<file path="config.mk">
export PLATFORM = sky130hd
export DESIGN_NAME = price_level_book_with_sequence_check
export DESIGN_NICKNAME = d
export VERILOG_FILES = /design/src/hw/rtl/plb_pkg.sv /design/src/hw/rtl/plb_level_mem.sv /design/src/hw/rtl/plb_ctrl.sv /design/src/hw/rtl/price_level_book_with_sequence_check.sv
export SDC_FILE = /design/constraint.sdc
export NUM_CORES = 2
export LEC_CHECK = 0
export BUFFER_PORTS_ARGS = -buffer_cell sky130_fd_sc_hd__clkbuf_2
export CAP_MARGIN = 20
export CORE_MARGIN = 10
export CORE_UTILIZATION = 30
export DETAILED_ROUTE_END_ITERATION = 10
export PLACE_DENSITY = 0.48
export SYNTH_ARGS = -nofsm -noshare
export SYNTH_HDL_FRONTEND = slang
export SYNTH_HIERARCHICAL = 1
export SYNTH_SLANG_ARGS = --single-unit
</file>
<file path="constraint.sdc">
create_clock -name i_clk -period 8.4 [get_ports i_clk]
set_input_delay 0.84 -clock i_clk [delete_from_list [all_inputs] [get_ports i_clk]]
set_output_delay 0.84 -clock i_clk [all_outputs]
set_load 0.05 [all_outputs]
</file>
<file path="src/hw/rtl/plb_pkg.sv">
// Shared types and codes for the price level book.
// No dependencies; used by plb_ctrl, plb_checker and the testbench by scoped names.
package plb_pkg;

    // Input item commands
    localparam logic [2:0] CMD_SNAP_BEGIN  = 3'd0;
    localparam logic [2:0] CMD_SNAP_LEVEL  = 3'd1;
    localparam logic [2:0] CMD_DEPTH_BEGIN = 3'd2;
    localparam logic [2:0] CMD_DEPTH_LEVEL = 3'd3;
    localparam logic [2:0] CMD_QUERY       = 3'd4;
    localparam logic [2:0] CMD_DUMP        = 3'd5;

    // Result status codes
    localparam logic [2:0] ST_OK        = 3'd0;
    localparam logic [2:0] ST_NOT_VALID = 3'd1;
    localparam logic [2:0] ST_OUTDATED  = 3'd2;
    localparam logic [2:0] ST_GAP       = 3'd3;
    localparam logic [2:0] ST_EVICTED   = 3'd4;
    localparam logic [2:0] ST_IGNORED   = 3'd5;

    // Result record kinds
    localparam logic [1:0] RK_PLAIN = 2'd0;
    localparam logic [1:0] RK_CLEAR = 2'd1;
    localparam logic [1:0] RK_ADD   = 2'd2;

    localparam int          PRICE_W    = 32;
    localparam int          QTY_W      = 32;
    localparam int          ENTRY_W    = PRICE_W + QTY_W;
    localparam logic [31:0] PRICE_NONE = 32'hFFFF_FFFF;

    // Sequencer states
    typedef enum logic [3:0] {
        S_IDLE,
        S_SC_RD,
        S_SC_CHK,
        S_ACT,
        S_UP_CHK,
        S_UP_WR,
        S_RM_CHK,
        S_RM_WR,
        S_RESP,
        S_D_CLR,
        S_D_ENT
    } t_state;

endpackage

</file>
<file path="src/hw/rtl/plb_level_mem.sv">
// Level store: synchronous RAM of price/quantity entries, registered read.
// Depends on nothing; instantiated by plb_ctrl.
module plb_level_mem #(
    parameter int AW = 5,
    parameter int DW = 64
) (
    input  logic          i_clk,
    input  logic          i_we,
    input  logic [AW-1:0] i_waddr,
    input  logic [DW-1:0] i_wdata,
    input  logic          i_re,
    input  logic [AW-1:0] i_raddr,
    output logic [DW-1:0] o_rdata
);
    localparam int DEPTH = 1 << AW;

    logic [DW-1:0] r_mem [DEPTH];
    logic [DW-1:0] r_rdata;

    // Write one entry
    always_ff @(posedge i_clk) begin
        if (i_we) begin
            r_mem[i_waddr] <= i_wdata;
        end
    end

    // Read one entry, hold data between reads
    always_ff @(posedge i_clk) begin
        if (i_re) begin
            r_rdata <= r_mem[i_raddr];
        end
    end

    assign o_rdata = r_rdata;
endmodule

</file>
<file path="src/hw/rtl/plb_ctrl.sv">
// Book sequencer: sequence check, sorted insert/remove, query and dump
// over the level store. Depends on plb_pkg and plb_level_mem.
module plb_ctrl #(
    parameter int LEVELS = 16
) (
    input  logic        i_clk,
    input  logic        i_rst_n,
    input  logic        i_go,
    input  logic [2:0]  i_command,
    input  logic        i_side,
    input  logic [31:0] i_price,
    input  logic [31:0] i_quantity,
    input  logic [63:0] i_first_id,
    input  logic [63:0] i_final_id,
    output logic        o_busy,
    output logic        o_valid,
    output logic [2:0]  o_status,
    output logic [1:0]  o_record_kind,
    output logic        o_record_side,
    output logic [31:0] o_record_price,
    output logic [31:0] o_record_quantity,
    output logic [4:0]  o_priority_res,
    output logic [31:0] o_best_bid,
    output logic [31:0] o_best_ask,
    output logic        o_refresh_needed,
    output logic        o_last
);
    localparam int IW = (LEVELS > 1) ? $clog2(LEVELS) : 1;
    localparam int CW = $clog2(LEVELS + 1);
    localparam int AW = IW + 1;
    localparam logic [CW-1:0] LV = CW'(LEVELS);
    localparam logic [CW-1:0] C_ONE = CW'(1);

    plb_pkg::t_state r_state, n_state;
    logic [2:0]  r_cmd, n_cmd;
    logic        r_side, n_side;
    logic [31:0] r_price, n_price;
    logic [31:0] r_qty, n_qty;
    logic [2:0]  r_st, n_st;
    logic [31:0] r_rq, n_rq;
    logic [CW-1:0] r_idx, n_idx;
    logic [CW-1:0] r_pos, n_pos;
    logic        r_match, n_match;
    logic [CW-1:0] r_bid_cnt, n_bid_cnt;
    logic [CW-1:0] r_ask_cnt, n_ask_cnt;
    logic [63:0] r_last_id, n_last_id;
    logic        r_valid, n_valid;
    logic        r_refresh, n_refresh;
    logic        r_upd, n_upd;
    logic [31:0] r_best_bid, n_best_bid;
    logic [31:0] r_best_ask, n_best_ask;
    logic        r_dside, n_dside;

    logic                       mem_we, mem_re;
    logic [AW-1:0]              mem_waddr, mem_raddr;
    logic [plb_pkg::ENTRY_W-1:0] mem_wdata, mem_rdata;
    logic                       wr_side;
    logic [CW-1:0]              wr_idx;

    logic [CW-1:0] cnt;
    logic [31:0]   rd_price, rd_qty;
    logic          is_set, is_query, better, d_last;
    logic [64:0]   next_id;

    plb_level_mem #(.AW(AW), .DW(plb_pkg::ENTRY_W)) u_mem (
        .i_clk  (i_clk),
        .i_we   (mem_we),
        .i_waddr(mem_waddr),
        .i_wdata(mem_wdata),
        .i_re   (mem_re),
        .i_raddr(mem_raddr),
        .o_rdata(mem_rdata)
    );

    assign cnt      = r_side ? r_ask_cnt : r_bid_cnt;
    assign rd_price = mem_rdata[plb_pkg::ENTRY_W-1:plb_pkg::QTY_W];
    assign rd_qty   = mem_rdata[plb_pkg::QTY_W-1:0];
    assign better   = r_side ? (r_price < rd_price) : (r_price > rd_price);
    assign is_query = (r_cmd == plb_pkg::CMD_QUERY);
    assign is_set   = (r_cmd == plb_pkg::CMD_SNAP_LEVEL) || (r_qty != 32'd0);
    assign next_id  = {1'b0, r_last_id} + 65'd1;
    assign mem_waddr = {wr_side, wr_idx[IW-1:0]};
    assign o_busy   = (r_state != plb_pkg::S_IDLE);

    // Book-wide fields shown on every result
    assign o_best_bid = (r_valid && r_bid_cnt != '0) ? r_best_bid : plb_pkg::PRICE_NONE;
    assign o_best_ask = (r_valid && r_ask_cnt != '0) ? r_best_ask : plb_pkg::PRICE_NONE;
    assign o_refresh_needed = r_refresh;

    // Hold state registers
    always_ff @(posedge i_clk) begin
        if (!i_rst_n) begin
            r_state   <= plb_pkg::S_IDLE;
            r_bid_cnt <= '0;
            r_ask_cnt <= '0;
            r_last_id <= '0;
            r_valid   <= 1'b0;
            r_refresh <= 1'b0;
            r_upd     <= 1'b0;
        end else begin
            r_state   <= n_state;
            r_bid_cnt <= n_bid_cnt;
            r_ask_cnt <= n_ask_cnt;
            r_last_id <= n_last_id;
            r_valid   <= n_valid;
            r_refresh <= n_refresh;
            r_upd     <= n_upd;
        end
    end

    // Payload registers
    always_ff @(posedge i_clk) begin
        r_cmd      <= n_cmd;
        r_side     <= n_side;
        r_price    <= n_price;
        r_qty      <= n_qty;
        r_st       <= n_st;
        r_rq       <= n_rq;
        r_idx      <= n_idx;
        r_pos      <= n_pos;
        r_match    <= n_match;
        r_best_bid <= n_best_bid;
        r_best_ask <= n_best_ask;
        r_dside    <= n_dside;
    end

    // Sequence the item over the level store
    always_comb begin
        n_state   = r_state;
        n_cmd     = r_cmd;
        n_side    = r_side;
        n_price   = r_price;
        n_qty     = r_qty;
        n_st      = r_st;
        n_rq      = r_rq;
        n_idx     = r_idx;
        n_pos     = r_pos;
        n_match   = r_match;
        n_bid_cnt = r_bid_cnt;
        n_ask_cnt = r_ask_cnt;
        n_last_id = r_last_id;
        n_valid   = r_valid;
        n_refresh = r_refresh;
        n_upd     = r_upd;
        n_best_bid = r_best_bid;
        n_best_ask = r_best_ask;
        n_dside   = r_dside;
        mem_we    = 1'b0;
        mem_wdata = mem_rdata;
        wr_side   = r_side;
        wr_idx    = r_idx;
        mem_re    = 1'b0;
        mem_raddr = {r_side, r_idx[IW-1:0]};
        d_last    = 1'b0;
        o_valid           = 1'b0;
        o_status          = plb_pkg::ST_OK;
        o_record_kind     = plb_pkg::RK_PLAIN;
        o_record_side     = 1'b0;
        o_record_price    = 32'd0;
        o_record_quantity = 32'd0;
        o_priority_res    = 5'd0;
        o_last            = 1'b0;

        unique case (r_state)
            plb_pkg::S_IDLE: begin
                if (i_go) begin
                    n_cmd   = i_command;
                    n_side  = i_side;
                    n_price = i_price;
                    n_qty   = i_quantity;
                    n_st    = plb_pkg::ST_OK;
                    n_rq    = 32'd0;
                    n_idx   = '0;
                    n_state = plb_pkg::S_RESP;
                    unique case (i_command)
                        plb_pkg::CMD_SNAP_BEGIN: begin
                            n_bid_cnt = '0;
                            n_ask_cnt = '0;
                            n_last_id = i_final_id;
                            n_valid   = 1'b1;
                            n_refresh = 1'b0;
                            n_upd     = 1'b0;
                        end
                        plb_pkg::CMD_SNAP_LEVEL: begin
                            if (i_quantity == 32'd0) begin
                                n_st = plb_pkg::ST_IGNORED;
                            end else begin
                                n_state = plb_pkg::S_SC_RD;
                            end
                        end
                        plb_pkg::CMD_DEPTH_BEGIN: begin
                            n_upd = 1'b0;
                            if (!r_valid) begin
                                n_st      = plb_pkg::ST_NOT_VALID;
                                n_refresh = 1'b1;
                            end else if ({1'b0, i_final_id} < next_id) begin
                                n_st = plb_pkg::ST_OUTDATED;
                            end else if ({1'b0, i_first_id} > next_id) begin
                                n_st      = plb_pkg::ST_GAP;
                                n_refresh = 1'b1;
                            end else begin
                                n_last_id = i_final_id;
                                n_upd     = 1'b1;
                            end
                        end
                        plb_pkg::CMD_DEPTH_LEVEL: begin
                            if (!r_upd) begin
                                n_st = plb_pkg::ST_IGNORED;
                            end else begin
                                n_state = plb_pkg::S_SC_RD;
                            end
                        end
                        plb_pkg::CMD_QUERY: begin
                            if (!r_valid) begin
                                n_st = plb_pkg::ST_NOT_VALID;
                            end else begin
                                n_state = plb_pkg::S_SC_RD;
                            end
                        end
                        plb_pkg::CMD_DUMP: begin
                            n_state = r_valid ? plb_pkg::S_D_CLR : plb_pkg::S_IDLE;
                        end
                        default: begin
                            n_st = plb_pkg::ST_IGNORED;
                        end
                    endcase
                end
            end

            // Scan the side for the price or its slot
            plb_pkg::S_SC_RD: begin
                if (r_idx == cnt) begin
                    n_match = 1'b0;
                    n_pos   = cnt;
                    n_state = plb_pkg::S_ACT;
                end else begin
                    mem_re  = 1'b1;
                    n_state = plb_pkg::S_SC_CHK;
                end
            end
            plb_pkg::S_SC_CHK: begin
                if (rd_price == r_price) begin
                    n_match = 1'b1;
                    n_pos   = r_idx;
                    // Only a query reports the quantity found
                    if (is_query) n_rq = rd_qty;
                    n_state = plb_pkg::S_ACT;
                end else if (better) begin
                    n_match = 1'b0;
                    n_pos   = r_idx;
                    n_state = plb_pkg::S_ACT;
                end else begin
                    n_idx   = r_idx + C_ONE;
                    n_state = plb_pkg::S_SC_RD;
                end
            end

            // Decide the change once the scan is done
            plb_pkg::S_ACT: begin
                n_state = plb_pkg::S_RESP;
                if (is_query) begin
                    n_st = plb_pkg::ST_OK;
                end else if (!is_set) begin
                    if (r_match) begin
                        n_idx   = r_pos;
                        n_state = plb_pkg::S_RM_CHK;
                    end
                end else if (r_match) begin
                    mem_we    = 1'b1;
                    wr_idx    = r_pos;
                    mem_wdata = {r_price, r_qty};
                end else if (cnt != LV) begin
                    n_idx   = cnt;
                    n_state = plb_pkg::S_UP_CHK;
                end else if (r_pos == cnt) begin
                    n_st = plb_pkg::ST_EVICTED;
                end else begin
                    n_st    = plb_pkg::ST_EVICTED;
                    n_idx   = LV - C_ONE;
                    n_state = plb_pkg::S_UP_CHK;
                end
            end

            // Shift worse levels down one place, then place the new one
            plb_pkg::S_UP_CHK: begin
                if (r_idx == r_pos) begin
                    mem_we    = 1'b1;
                    mem_wdata = {r_price, r_qty};
                    if (cnt != LV) begin
                        if (r_side) n_ask_cnt = r_ask_cnt + C_ONE;
                        else        n_bid_cnt = r_bid_cnt + C_ONE;
                    end
                    n_state = plb_pkg::S_RESP;
                end else begin
                    mem_re    = 1'b1;
                    mem_raddr = {r_side, (r_idx[IW-1:0] - 1'b1)};
                    n_state   = plb_pkg::S_UP_WR;
                end
            end
            plb_pkg::S_UP_WR: begin
                mem_we  = 1'b1;
                n_idx   = r_idx - C_ONE;
                n_state = plb_pkg::S_UP_CHK;
            end

            // Close the gap left by a removed level
            plb_pkg::S_RM_CHK: begin
                if (r_idx + C_ONE == cnt) begin
                    if (r_side) n_ask_cnt = r_ask_cnt - C_ONE;
                    else        n_bid_cnt = r_bid_cnt - C_ONE;
                    n_state = plb_pkg::S_RESP;
                end else begin
                    mem_re    = 1'b1;
                    mem_raddr = {r_side, (r_idx[IW-1:0] + 1'b1)};
                    n_state   = plb_pkg::S_RM_WR;
                end
            end
            plb_pkg::S_RM_WR: begin
                mem_we  = 1'b1;
                n_idx   = r_idx + C_ONE;
                n_state = plb_pkg::S_RM_CHK;
            end

            // Single plain result
            plb_pkg::S_RESP: begin
                o_valid           = 1'b1;
                o_status          = r_st;
                o_record_quantity = r_rq;
                o_last            = 1'b1;
                n_state           = plb_pkg::S_IDLE;
            end

            // Dump: clear record, prefetch first level
            plb_pkg::S_D_CLR: begin
                o_valid       = 1'b1;
                o_record_kind = plb_pkg::RK_CLEAR;
                o_last        = (r_bid_cnt == '0) && (r_ask_cnt == '0);
                n_dside       = (r_bid_cnt == '0);
                n_idx         = '0;
                mem_re        = 1'b1;
                mem_raddr     = {(r_bid_cnt == '0), {IW{1'b0}}};
                n_state       = o_last ? plb_pkg::S_IDLE : plb_pkg::S_D_ENT;
            end

            // Dump: one level per cycle, next read in flight
            plb_pkg::S_D_ENT: begin
                if (r_dside) begin
                    d_last = (r_idx + C_ONE == r_ask_cnt);
                end else begin
                    d_last = (r_idx + C_ONE == r_bid_cnt) && (r_ask_cnt == '0);
                end
                o_valid           = 1'b1;
                o_record_kind     = plb_pkg::RK_ADD;
                o_record_side     = r_dside;
                o_record_price    = rd_price;
                o_record_quantity = rd_qty;
                o_priority_res    = 5'(r_idx) + 5'd1;
                o_last            = d_last;
                if (!r_dside && (r_idx + C_ONE == r_bid_cnt)) begin
                    n_dside = 1'b1;
                    n_idx   = '0;
                end else begin
                    n_idx   = r_idx + C_ONE;
                end
                mem_re    = !d_last;
                mem_raddr = {n_dside, n_idx[IW-1:0]};
                n_state   = d_last ? plb_pkg::S_IDLE : plb_pkg::S_D_ENT;
            end

            default: begin
                n_state = plb_pkg::S_IDLE;
            end
        endcase

        // Track the best price whenever the top entry of a side is written
        if (mem_we && wr_idx == '0) begin
            if (wr_side) n_best_ask = mem_wdata[plb_pkg::ENTRY_W-1:plb_pkg::QTY_W];
            else         n_best_bid = mem_wdata[plb_pkg::ENTRY_W-1:plb_pkg::QTY_W];
        end
    end
endmodule

</file>
<file path="src/hw/rtl/price_level_book_with_sequence_check.sv">
// Price level order book with update sequence check: top level.
// Depends on plb_ctrl (which holds the level store).
//
// Usage: present an item on the command ports with start high; it is
// taken at a clock edge where busy is low. Results appear one per cycle
// with o_valid high, o_last marking the final one of the item; the
// receiver cannot hold them off. Every command gives one plain result,
// except a dump of a valid book, which streams a clear record followed
// by each bid and each ask level best first, one level per cycle, and a
// dump of an invalid book, which gives none.
// Header, snapshot begin and ignored items show their result in the cycle
// after acceptance. Level commands and queries scan the side in the level
// RAM entry by entry; an insert or remove then moves each displaced entry
// with a read and a write. A dump of n levels streams its n+1 results back
// to back. The user writes the instrument register with i_cfg_we only
// while the block is idle; the block itself does not enforce this.
// Reset empties the book, marks it not valid and clears the flags;
// level RAM contents are not cleared, entries are read only below count.
module price_level_book_with_sequence_check #(
    parameter int LEVELS_PER_SIDE = 16
) (
    input  logic        i_clk,
    input  logic        i_rst_n,
    input  logic        i_cfg_we,
    input  logic [15:0] i_cfg_wdata,
    input  logic        start,
    output logic        busy,
    input  logic [2:0]  i_command,
    input  logic        i_side,
    input  logic [31:0] i_price,
    input  logic [31:0] i_quantity,
    input  logic [63:0] i_first_id,
    input  logic [63:0] i_final_id,
    output logic        o_valid,
    output logic [2:0]  o_status,
    output logic [1:0]  o_record_kind,
    output logic        o_record_side,
    output logic [31:0] o_record_price,
    output logic [31:0] o_record_quantity,
    output logic [4:0]  o_priority_res,
    output logic [31:0] o_best_bid,
    output logic [31:0] o_best_ask,
    output logic        o_refresh_needed,
    output logic [15:0] o_instrument,
    output logic        o_last
);
    logic [15:0] r_instrument;
    logic        go;

    // Hold the instrument register
    always_ff @(posedge i_clk) begin
        if (!i_rst_n) begin
            r_instrument <= 16'd0;
        end else if (i_cfg_we) begin
            r_instrument <= i_cfg_wdata;
        end
    end

    assign go           = start && !busy;
    assign o_instrument = r_instrument;

    plb_ctrl #(.LEVELS(LEVELS_PER_SIDE)) u_ctrl (
        .i_clk            (i_clk),
        .i_rst_n          (i_rst_n),
        .i_go             (go),
        .i_command        (i_command),
        .i_side           (i_side),
        .i_price          (i_price),
        .i_quantity       (i_quantity),
        .i_first_id       (i_first_id),
        .i_final_id       (i_final_id),
        .o_busy           (busy),
        .o_valid          (o_valid),
        .o_status         (o_status),
        .o_record_kind    (o_record_kind),
        .o_record_side    (o_record_side),
        .o_record_price   (o_record_price),
        .o_record_quantity(o_record_quantity),
        .o_priority_res   (o_priority_res),
        .o_best_bid       (o_best_bid),
        .o_best_ask       (o_best_ask),
        .o_refresh_needed (o_refresh_needed),
        .o_last           (o_last)
    );
endmodule

</file>
==> run metrics <==
outcome finished clean; cts bufs inserted 277; WS Path Type flop to flop; fin crit share 0.7884; setup tns final 0 ns; Final Max Tran Viols 0; Post-Synthesis Cells 4993; Hold WC Path Type input port to flop; maximum root-to-sink buffer count 4; Synth Area per Inst 19.63 um2; io pins 375; CTS tree yes; Clock Skews 0.04504 ns; pin slew with the least headroom to its limit 1.210 ns; Max Cap Viol 0; clock root buffer clkbuf_16; first-pass GRT wire length 430100 um; # H-tree levels 5; Residual DRC 0; Worst slew margin 0.1931; CP Capture Type flop; maximum number of pins on one net before global-route repair 122; Die Span Y 591.5 um; core area 324800 um2; Layout area overhead 17.59%; placed cell count 9617; Netlist Area Pre-Place 98000 um2; Global Route Usage Sum 0.1714; WL final 310200 um; CTS Sinks 2388; crit path time final 6.623 ns; post-CTS setup repair buffer count 0; number of flops mapped to enable cells by yosys 2291; routed vias/inst 5.203; Synth Net Count 5376; full die area 349900 um2; Internal 20.74 mW; Rows 209; Final Non-Filler Cells 10120; DR vias 52670; Hold Vio Cnt, Final 0; post-detail-place hpwl 183000 um; Critical-path top delay cell buf_4; TritonRoute pass-1 iters 8; dominant synthesized flop cell edfxtp_1; Final Wtd Congestion 0.8583; post-cts sizing count 0; sw frac 0.2277; Seq/Total Area, Yosys 0.7218; port bufs 374; synth unique cells 91; final setup vio count 0; Post-layout nets 5960; Reg power frac 0.488; DR iter-0 viols 5606; leakage 36.96 nW; Initial Util 0.3017; Clock Power Share 0.434; PwrDens 233.1 nW/um2; worst-path maximum fanout 64; Final ANT Viol Nets 0; share of cells above drive strength 1 0.3076; RSZ-0062 raised after global routing false; CP most frequent cell nand4_1; worst skew pair latency 0.90 ns; Fmax 151.0 MHz; FFs w/ async S/R, synth 0; clock input transition at the sequential cells of the worst setup and hold paths 0.06 ns; Worst Path Required 9.20 ns; number of global-route vias before repair 53440; Combinational Power Share 0.078; Arr. time, crit path 7.42 ns; NetSw 6.116 mW; crit-path cells and4_1 -> nand4_1 -> or3_1 -> nor4_1 -> or3b_1 -> nor2_1 -> nand2_1 -> nor3_1 -> xnor2_1 -> ha_1 -> nand4_1 -> nor3_1 -> nand4_1 -> o41ai_1 -> a211oi_2 -> o41ai_4 -> buf_4 -> mux2i_1; Yosys warning count 6; synthesis-stage register bit count 2388; drt wl/cell 30.64 um; CP max stage delay 0.89 ns; cts hold-fix bufs 0; Chip Width 591.5 um; global route overflow 0; initial antenna violation count 20; Peak supply drop 0.0001679 V; CP startpoint kind flop
==> layout make-up <==
class / count / area, um2
clock inverters: 151 / 1385
clock buffers: 341 / 7310
multi-input cells: 2295 / 26150
flip-flops and latches: 2388 / 70740
diodes: 9 / 22.52
well taps: 4325 / 5411
fillers: 30440 / 209600
repair buffers: 547 / 3960
inverters: 68 / 257.7
==> cells in the mapped netlist (57+ instances only) <==
library cell | count | area share
a21oi_1 | 87 | 0.0044
buf_2 | 59 | 0.0030
clkbuf_1 | 111 | 0.0043
dfxtp_1 | 97 | 0.020
edfxtp_1 | 2291 | 0.70
ha_1 | 165 | 0.021
inv_1 | 64 | 0.0025
mux2_2 | 109 | 0.013
mux2i_1 | 124 | 0.013
mux4_2 | 602 | 0.14
nand2_1 | 262 | 0.010
nand3_1 | 57 | 0.0029
nor2_1 | 163 | 0.0062
o21ai_0 | 80 | 0.0041
==> per-layer routing <==
layer / global-route usage / share of wire
met1: 0.2387 / 0.43
met2: 0.2824 / 0.48
met3: 0.02871 / 0.066
met4: 0.03819 / 0.020
met5: 0 / 0.000042
==> registers in the layout (all words and copies together) (netlist names), 3 cells and up <==
signal	flops
u_ctrl/r_rq	32
u_ctrl/r_qty	32
u_ctrl/r_st	3
u_ctrl/r_price	32
u_ctrl/r_cmd	3
u_ctrl/r_state	4
u_ctrl/r_best_bid	32
u_ctrl/r_best_ask	32
u_ctrl/r_pos	5
u_ctrl/r_last_id	64
u_ctrl/u_mem/o_rdata	64
u_ctrl/r_ask_cnt	5
o_instrument	16
u_ctrl/r_bid_cnt	5
u_ctrl/u_mem/r_mem	2048
u_ctrl/r_idx	5
==> cell families (layout without fill, tap and decap cells) <==
kind of cell / Yosys count / in the layout / synth area share
AO/OA/AOI/OAI: 367 / 367 / 0.02518
AND/OR/NAND/NOR: 820 / 820 / 0.04179
XOR/XNOR: 104 / 104 / 0.009435
flip-flops: 2388 / 2388 / 0.7218
buffers and inverters: 310 / 1107 / 0.01650
multiplexers: 836 / 836 / 0.1637
adder cells (fa/ha/maj): 168 / 168 / 0.02159
other: 0 / 9 / 0
==> final timing paths <==
| check | from | end | slack [ns] | depth (start not counted) |
|---|---|---|---|---|
| max | u_ctrl/r_last_id[16]$_SDFFE_PN0P_ | u_ctrl/r_last_id[56]$_SDFFE_PN0P_ | 1.78 | 18 |
| min | i_price[18] | u_ctrl/r_price[18]$_DFFE_PP_ | 0.13 | 1 |
| min reg2reg | u_ctrl/r_last_id[62]$_SDFFE_PN0P_ | u_ctrl/r_last_id[62]$_SDFFE_PN0P_ | 0.47 | 2 |
| max reg2reg | u_ctrl/r_last_id[16]$_SDFFE_PN0P_ | u_ctrl/r_last_id[56]$_SDFFE_PN0P_ | 1.78 | 18 |
==> power by group through the flow <==
| stage | Sequential (mW) | Clock [mW] | Combinational [mW] |
|---|---|---|---|
| 2_1_floorplan | 13.3 | 0 | 1.44 |
| 3_3_place_gp | 13.4 | 0 | 2.10 |
| 3_5_place_dp | 13.4 | 0 | 2.10 |
| 4_1_cts | 13.1 | 11.9 | 2.11 |
| 5_1_grt | 13.1 | 12.4 | 2.23 |
| 6_report | 13.1 | 11.7 | 2.08 |
==> critical path: cells and delay by family (launching register included) <==
kind / cells / cell delay, ns
DFF: 1 / 0.42
xor gates and xnor gates: 1 / 0.15
buffers and inverters: 1 / 0.89
AOI/OAI and AO/OA: 3 / 0.90
adders and majority gates: 1 / 0.33
and+or+nand+nor: 11 / 3.50
muxes: 1 / 0.29
==> cells in the final DEF (no fill, tap or decap), types with 38 or more instances in the layout <==
master / count
xor2_1: 54
nor2_1: 126
buf_12: 46
clkbuf_1: 57
clkbuf_2: 373
clkbuf_16: 283
mux4_2: 602
xnor2_1: 49
inv_1: 62
nand3_1: 57
o21ai_0: 47
or3_1: 40
ha_1: 165
buf_4: 110
nand2_1: 259
and3_1: 53
nand4_1: 47
clkinv_2: 38
clkinv_1: 56
dfxtp_1: 97
mux2i_1: 124
a21oi_1: 86
mux2_2: 109
edfxtp_1: 2291
==> through the flow <==
step	total power [mW]	cell area [um2]	hold WS, ns	setup WS, ns	util
finish	26.86	115200	0.1291	1.777	0.3548
global route	27.74	115200	0.09403	1.505	0.3547
CTS	27.16	115100	0.05815	1.878	0.3544
detailed placement	15.47	106400	0.4578	1.912	0.3276
global placement	15.46	106100	0.4451	1.893	0.3266
floorplan	14.77	98000	0.4347	2.361	-
No activity file was read; power rests on OpenSTA's default activity.
